### config.mk
export PLATFORM = sky130hd
export DESIGN_NAME = dns_name_label_encoder_top
export DESIGN_NICKNAME = d
export VERILOG_FILES = /design/src/rtl/core/dnle_pkg.sv /design/src/rtl/core/dnle_ram.sv /design/src/rtl/core/dnle_dp.sv /design/src/rtl/core/dnle_ctrl.sv /design/src/rtl/core/dns_name_label_encoder_top.sv
export SDC_FILE = /design/constraint.sdc
export NUM_CORES = 1
export LEC_CHECK = 0
export ABC_CLOCK_PERIOD_IN_PS = 3700
export BUFFER_PORTS_ARGS = -buffer_cell sky130_fd_sc_hd__buf_2
export CAP_MARGIN = 20
export CORE_MARGIN = 3
export CORE_UTILIZATION = 40
export CTS_CLUSTER_DIAMETER = 100
export CTS_CLUSTER_SIZE = 24
export DETAILED_ROUTE_END_ITERATION = 7
export SLEW_MARGIN = 20
export SYNTH_ARGS = -nofsm -noshare
export SYNTH_HDL_FRONTEND = slang
export SYNTH_SLANG_ARGS = --single-unit
export TNS_END_PERCENT = 10
### constraint.sdc
create_clock -name clk_i -period 3.7 [get_ports clk_i]
set_input_delay 0.74 -clock clk_i [delete_from_list [all_inputs] [get_ports clk_i]]
set_output_delay 0.74 -clock clk_i [all_outputs]
set_load 0.02 [all_outputs]
### src/rtl/core/dnle_pkg.sv
// Shared constants and types for the DNS name label encoder.
package dnle_pkg;

  localparam int unsigned MAX_LABEL   = 63;
  localparam int unsigned STORE_DEPTH = 63;
  localparam int unsigned CNT_W       = 6;
  localparam int unsigned ADDR_W      = $clog2(STORE_DEPTH);

  localparam logic [7:0] DOT_CHAR = 8'h2E;
  localparam logic [7:0] END_CHAR = 8'h00;

  typedef struct packed {
    logic       last;
    logic       label_error;
    logic       second_valid;
    logic [7:0] second_byte;
    logic [7:0] first_byte;
  } res_t;

  // Controller -> datapath
  typedef struct packed {
    logic wr_char;     // buffer the accepted character
    logic emit_start;  // load length byte, prefetch first character
    logic emit_char;   // load buffered character
    logic emit_err;    // load overlong-label error result
    logic emit_term;   // load lone terminator result
    logic clr_count;   // drop the buffered label
    logic final_char;  // character result carries the terminator
  } cmd_t;

  // Datapath -> controller
  typedef struct packed {
    logic is_end;
    logic is_dot;
    logic cnt_zero;
    logic cnt_full;
    logic idx_last;
    logic out_can_load;
  } sts_t;

endpackage

### src/rtl/core/dnle_ram.sv
// Generic single-write, single-read RAM with registered read data.
module dnle_ram #(
  parameter int unsigned WIDTH = 8,
  parameter int unsigned DEPTH = 64
) (
  input  logic                     clk_i,
  input  logic                     wr_en_i,
  input  logic [$clog2(DEPTH)-1:0] wr_addr_i,
  input  logic [WIDTH-1:0]         wr_data_i,
  input  logic                     rd_en_i,
  input  logic [$clog2(DEPTH)-1:0] rd_addr_i,
  output logic [WIDTH-1:0]         rd_data_o
);

  logic [WIDTH-1:0] mem_q [DEPTH];
  logic [WIDTH-1:0] rd_data_q;

  always_ff @(posedge clk_i) begin
    if (wr_en_i) begin
      mem_q[wr_addr_i] <= wr_data_i;
    end
    if (rd_en_i) begin
      rd_data_q <= mem_q[rd_addr_i];
    end
  end

  assign rd_data_o = rd_data_q;

endmodule

### src/rtl/core/dnle_dp.sv
// Datapath: label count, label buffer, read index and output register.
module dnle_dp (
  input  logic            clk_i,
  input  logic            rst_ni,
  input  logic [7:0]      char_i,
  input  dnle_pkg::cmd_t  cmd_i,
  output dnle_pkg::sts_t  sts_o,
  input  logic            out_ready_i,
  output logic            out_valid_o,
  output dnle_pkg::res_t  out_res_o
);
  import dnle_pkg::*;

  logic [CNT_W-1:0]  cnt_q, cnt_d;
  logic [CNT_W-1:0]  idx_q, idx_d;
  logic              out_valid_q, out_valid_d;
  res_t              res_q, res_d;
  logic              rd_en;
  logic [ADDR_W-1:0] rd_addr;
  logic [7:0]        rd_data;
  logic              idx_last;
  logic              any_load;

  assign idx_last = (idx_q == (cnt_q - CNT_W'(1)));
  assign any_load = cmd_i.emit_start | cmd_i.emit_char | cmd_i.emit_err | cmd_i.emit_term;

  // Next character is prefetched whenever the length byte or a character other than the
  // label's last is loaded, so the registered read data is ready for the following cycle.
  assign rd_en   = cmd_i.emit_start | (cmd_i.emit_char & ~idx_last);
  assign rd_addr = cmd_i.emit_start ? '0 : ADDR_W'(idx_q + CNT_W'(1));

  dnle_ram #(
    .WIDTH(8),
    .DEPTH(STORE_DEPTH)
  ) u_store (
    .clk_i    (clk_i),
    .wr_en_i  (cmd_i.wr_char),
    .wr_addr_i(ADDR_W'(cnt_q)),
    .wr_data_i(char_i),
    .rd_en_i  (rd_en),
    .rd_addr_i(rd_addr),
    .rd_data_o(rd_data)
  );

  always_comb begin
    cnt_d = cnt_q;
    if (cmd_i.clr_count) begin
      cnt_d = '0;
    end else if (cmd_i.wr_char) begin
      cnt_d = cnt_q + CNT_W'(1);
    end
  end

  always_comb begin
    idx_d = idx_q;
    if (cmd_i.emit_start) begin
      idx_d = '0;
    end else if (cmd_i.emit_char && !idx_last) begin
      idx_d = idx_q + CNT_W'(1);
    end
  end

  always_comb begin
    res_d = res_q;
    if (cmd_i.emit_start) begin
      res_d = '0;
      res_d.first_byte = 8'(cnt_q);
    end else if (cmd_i.emit_char) begin
      res_d = '0;
      res_d.first_byte   = rd_data;
      res_d.second_valid = cmd_i.final_char;
      res_d.last         = cmd_i.final_char;
    end else if (cmd_i.emit_err) begin
      res_d = '0;
      res_d.label_error = 1'b1;
      res_d.last        = 1'b1;
    end else if (cmd_i.emit_term) begin
      res_d = '0;
      res_d.last = 1'b1;
    end
  end

  always_comb begin
    out_valid_d = out_valid_q;
    if (any_load) begin
      out_valid_d = 1'b1;
    end else if (out_ready_i) begin
      out_valid_d = 1'b0;
    end
  end

  always_ff @(posedge clk_i or negedge rst_ni) begin
    if (!rst_ni) begin
      cnt_q       <= '0;
      idx_q       <= '0;
      out_valid_q <= 1'b0;
    end else begin
      cnt_q       <= cnt_d;
      idx_q       <= idx_d;
      out_valid_q <= out_valid_d;
    end
  end

  always_ff @(posedge clk_i) begin
    res_q <= res_d;
  end

  assign sts_o.is_end       = (char_i == END_CHAR);
  assign sts_o.is_dot       = (char_i == DOT_CHAR);
  assign sts_o.cnt_zero     = (cnt_q == '0);
  assign sts_o.cnt_full     = (cnt_q >= CNT_W'(MAX_LABEL));
  assign sts_o.idx_last     = idx_last;
  assign sts_o.out_can_load = ~out_valid_q | out_ready_i;

  assign out_valid_o = out_valid_q;
  assign out_res_o   = res_q;

endmodule

### src/rtl/core/dnle_ctrl.sv
// Controller: accept/emit state machine and discard flag.
module dnle_ctrl (
  input  logic           clk_i,
  input  logic           rst_ni,
  input  logic           in_valid_i,
  output logic           in_ready_o,
  input  dnle_pkg::sts_t sts_i,
  output dnle_pkg::cmd_t cmd_o
);
  import dnle_pkg::*;

  localparam logic ST_IDLE = 1'b0;
  localparam logic ST_EMIT = 1'b1;

  logic state_q, state_d;
  logic disc_q, disc_d;
  logic ending_q, ending_d;
  logic acc;

  assign in_ready_o = (state_q == ST_IDLE) && sts_i.out_can_load;
  assign acc        = in_valid_i && in_ready_o;

  always_comb begin
    state_d  = state_q;
    disc_d   = disc_q;
    ending_d = ending_q;
    cmd_o    = '0;
    case (state_q)
      ST_IDLE: begin
        if (acc) begin
          if (disc_q) begin
            if (sts_i.is_end) begin
              disc_d          = 1'b0;
              cmd_o.clr_count = 1'b1;
            end
          end else if (sts_i.is_end) begin
            if (sts_i.cnt_zero) begin
              cmd_o.emit_term = 1'b1;
            end else begin
              cmd_o.emit_start = 1'b1;
              ending_d         = 1'b1;
              state_d          = ST_EMIT;
            end
          end else if (sts_i.is_dot) begin
            if (!sts_i.cnt_zero) begin
              cmd_o.emit_start = 1'b1;
              ending_d         = 1'b0;
              state_d          = ST_EMIT;
            end
          end else if (sts_i.cnt_full) begin
            cmd_o.emit_err  = 1'b1;
            cmd_o.clr_count = 1'b1;
            disc_d          = 1'b1;
          end else begin
            cmd_o.wr_char = 1'b1;
          end
        end
      end
      ST_EMIT: begin
        if (sts_i.out_can_load) begin
          cmd_o.emit_char  = 1'b1;
          cmd_o.final_char = ending_q & sts_i.idx_last;
          if (sts_i.idx_last) begin
            cmd_o.clr_count = 1'b1;
            state_d         = ST_IDLE;
          end
        end
      end
      default: begin
        state_d = ST_IDLE;
      end
    endcase
  end

  always_ff @(posedge clk_i or negedge rst_ni) begin
    if (!rst_ni) begin
      state_q  <= ST_IDLE;
      disc_q   <= 1'b0;
      ending_q <= 1'b0;
    end else begin
      state_q  <= state_d;
      disc_q   <= disc_d;
      ending_q <= ending_d;
    end
  end

endmodule

### src/rtl/core/dns_name_label_encoder_top.sv
// Top level of the DNS name label encoder.
//
//  Channel  Dir  Signals                    Contents (low bit up)
//  s_axis   in   tvalid tready tdata[7:0]   character
//  m_axis   out  tvalid tready tdata[15:0]  first_byte, second_byte
//                tuser[1:0] tlast           second_valid, label_error; last
//
// A dot or zero closing a label of n characters starts n+1 results that leave
// at one per cycle unless the output stalls (length byte, then one read per
// cycle from the label RAM, prefetched one ahead); input is held off until the
// last is loaded. While a result is stalled in the output register, no
// character is accepted. Reset clears count, discard flag and output valid;
// the label RAM is not cleared. m_axis_tready low with a result held stalls
// result loading and input acceptance.
module dns_name_label_encoder_top (
  input  logic        clk_i,
  input  logic        rst_ni,
  input  logic        s_axis_tvalid,
  output logic        s_axis_tready,
  input  logic [7:0]  s_axis_tdata,   // [7:0] character
  output logic        m_axis_tvalid,
  input  logic        m_axis_tready,
  output logic [15:0] m_axis_tdata,   // [7:0] first_byte, [15:8] second_byte
  output logic [1:0]  m_axis_tuser,   // [0] second_valid, [1] label_error
  output logic        m_axis_tlast
);
  import dnle_pkg::*;

  cmd_t cmd;
  sts_t sts;
  res_t res;

  dnle_ctrl u_ctrl (
    .clk_i     (clk_i),
    .rst_ni    (rst_ni),
    .in_valid_i(s_axis_tvalid),
    .in_ready_o(s_axis_tready),
    .sts_i     (sts),
    .cmd_o     (cmd)
  );

  dnle_dp u_dp (
    .clk_i      (clk_i),
    .rst_ni     (rst_ni),
    .char_i     (s_axis_tdata),
    .cmd_i      (cmd),
    .sts_o      (sts),
    .out_ready_i(m_axis_tready),
    .out_valid_o(m_axis_tvalid),
    .out_res_o  (res)
  );

  assign m_axis_tdata = {res.second_byte, res.first_byte};
  assign m_axis_tuser = {res.label_error, res.second_valid};
  assign m_axis_tlast = res.last;

endmodule

==> impl_metrics.tcl <==
set metrics [dict create \
    status "complete, no violations" \
    tightest_slew_ns 1.18 \
    syn_to_final_growth_pct 9.52 \
    port_buffers 24 \
    period_needed_ns 3.62 \
    cts_setup_buffers 0 \
    r2r_cells 7 \
    drive_gt1_share_pct 15.2 \
    h-tree-depth 1 \
    cts-root-buf "clkbuf_16" \
    clkTransAtPathRegs_ns 0.11 \
    dpl.hpwl_um 41200 \
    die_y_um 240 \
    async_reset_ff_share_pct 2.97 \
    syn_avg_cell_area_um2 15.5 \
    postRouteAntennaNets 0 \
    antenna_found_initial 0 \
    min_path_type "in -> async" \
    fin_total_pwr_mw 13.2 \
    grt-ovfl-total 0 \
    vias 13093 \
    drcViolationCount 0 \
    grt_pass1_vias 12764 \
    cellLeakagePower_nw 7.54 \
    initial_core_util_pct 40.6 \
    die-area_um2 57800 \
    hold_viol 0 \
    max_cap_viol_count 0 \
    power.density_nw_per_um2 550 \
    cp_max_fo 15 \
    place.gp.congestion 0.962 \
    yosys.area.top_type_share_pct 70.8 \
    layout.nets 1478 \
    synth_area_um2 22000 \
    ys_ff_latch 539 \
    fillers 4756 \
    first_iter_violations 1563 \
    fin_area_um2 24100 \
    startpoint "u_dp.out_valid_o$_DFFE_PN0P_" \
    stdcell_count 2167 \
    dominantRegCellSynth "edfxtp_1" \
    cts_tree "yes" \
    cts.path.max_buffers 3 \
    fmax_mhz 277 \
    rows 85 \
    core_area_um2 54100 \
    synth_edf_count 518 \
    synthCells 1415 \
    arrival_ns 4.09 \
    cp.required_ns 4.17 \
    routed_via_density 6.04 \
    regToRegStartpoint "u_dp.out_valid_o$_DFFE_PN0P_" \
    synth.largest_area_cell "edfxtp_1" \
    post-route-period-util_pct 97.7 \
    yosysUniqueCellTypes 76 \
    yosysWarningCount 0 \
    maxSlewHeadroom_pct 21.2 \
    wl_um 63900 \
    seq_area_frac_synth_pct 73.0 \
    synthTopCellsByArea "edfxtp_1 (71%), mux4_2 (4.7%), mux2i_1 (2.6%)" \
    maxSlewViolCount 0 \
    clock_latency_ns 0.60 \
    grt.total_usage_pct 22.1 \
    worstSetupEndpointType "flip-flop" \
    start_kind "flip-flop" \
    io_pins 33 \
    grt_max_degree 80 \
    avgRoutedWirePerCell_um 29.5 \
    die_w_um 240 \
    dp_cells 2130 \
    setup_tns_ns 0 \
    setup_violations 0 \
    cts_hold_buffers 0 \
    criticalPathCategory "reg -> reg" \
    n_antenna_cell 0 \
    cts_sinks 539 \
    cts-buffers-inserted 26 \
    firstDrtPassIters 5 \
    clock-skew-final_ns 0.0232 \
    peakVddDrop_uv 371 \
    rsz0062_at_grt "false" \
    place_area_um2 23300 \
    grt_pass1_wl_um 92200 \
    postCtsResizedCells 0 \
]
worst paths after layout:
check	slack [ns]	to
min reg2reg	0.47	u_dp.out_res_o[17]$_SDFFE_PP0P_
min in group clk_i	0.47	u_dp.out_res_o[17]$_SDFFE_PP0P_
max	0.08	u_dp.u_store.rd_data_o[7]$_DFFE_PP_
max reg2reg	0.08	u_dp.u_store.rd_data_o[7]$_DFFE_PP_
max in group asynchronous	3.31	u_dp.idx_q[0]$_DFFE_PN0P_
min	0.06	u_dp.cnt_q[2]$_DFFE_PN0P_
metrics by stage:
step	util (%)	hold WS, ns	setup WS, ns
after floorplan	-	0.438	0.937
after CTS	44.5	0.0421	0.0914
final	44.5	0.0594	0.0845
after global routing	44.5	0.0567	0.0217
after global placement	43.1	0.444	-0.301
after detailed placement	43.1	0.455	-0.253
worst max-delay path, stage by stage (launching register included):
cell,delay (ns)
dfrtp_1,0.37
nor2b_1,0.78
a2111o_2,0.40
nor2_4,0.15
nor3_2,0.87
a21oi_1,0.22
o21ai_0,0.45
a32o_1,0.24
Yosys cell counts, types with 10 or more instances:
cell       instances
a21oi_1           68
a22o_1            11
a31oi_1           35
buf_1             10
buf_2             39
buf_4             13
clkbuf_1          33
dfrtp_1           16
edfxtp_1         518
inv_1             12
mux2_2            11
mux2i_1           58
mux4_2            46
nand2_1          137
nand3_1           34
nor2_1           104
o2111ai_1         11
o211ai_1          13
o21ai_0           74
o221ai_1          13
xor2_1            10
sequential cells by signal (all words and copies together), names as in the netlist, 6 cells and up:
signal / flops
u_dp.u_store.mem_q: 504
u_dp.out_res_o: 11
u_dp.u_store.rd_data_o: 8
u_dp.cnt_q: 6
u_dp.idx_q: 6
cell type report:
cell class / instances / area [um^2] / area share (%)
sequential: 539 / 16100 / 66.7
multi-input combinational: 776 / 5510 / 22.9
tap: 696 / 871 / 3.62
timing repair buffer: 107 / 865 / 3.59
clock buffer: 35 / 694 / 2.88
inverter: 12 / 45.0 / 0.187
clock inverter: 2 / 32.5 / 0.135
cell families (layout without fill, tap and decap cells):
| family | Yosys count | in the layout | share of synthesized area, % |
|---|---|---|---|
| adder cells (fa/ha/maj) | 4 | 4 | 0.228 |
| other | 1 | 8 | 0.0171 |
| multiplexers | 115 | 115 | 7.92 |
| buffers and inverters | 107 | 156 | 2.27 |
| AO/OA/AOI/OAI | 303 | 303 | 9.22 |
| AND/OR/NAND/NOR | 327 | 327 | 6.55 |
| flip-flops | 539 | 539 | 73.0 |
| XOR/XNOR | 19 | 19 | 0.757 |
cells in the final DEF, fill, tap and decap left out, types with 10 or more instances in the layout:
cell	Yosys	layout
inv_1	12	12
o21ai_0	74	74
dfrtp_1	16	15
mux4_2	46	46
clkbuf_16	0	26
o221ai_1	13	13
a22o_1	11	11
nor2_1	104	104
edfxtp_1	518	518
o2111ai_1	11	11
a21oi_1	68	67
buf_12	0	10
o211ai_1	13	13
buf_4	13	72
nand3_1	34	34
mux2_2	11	11
a31oi_1	35	35
mux2i_1	58	58
buf_2	39	24
nand2_1	137	137
layer usage:
metal | wire [um] | up-vias | share of wire (%) | global-route usage [%]
li1 | - | 5606 | - | -
met1 | 27500 | 6798 | 43 | 32.3
met2 | 28800 | 610 | 45 | 33.7
met3 | 6120 | 79 | 9.6 | 5.48
met4 | 1530 | 0 | 2.4 | 4.86
met5 | 0 | - | 0 | 0
power by group:
| group | switching, mW | total (mW) | internal [mW] |
|---|---|---|---|
| Combinational | 2.07 | 3.23 | 1.17 |
| Clock | 1.87 | 3.20 | 1.33 |
| Sequential | 0.0701 | 6.81 | 6.74 |
No activity file was read; power rests on OpenSTA's default activity.
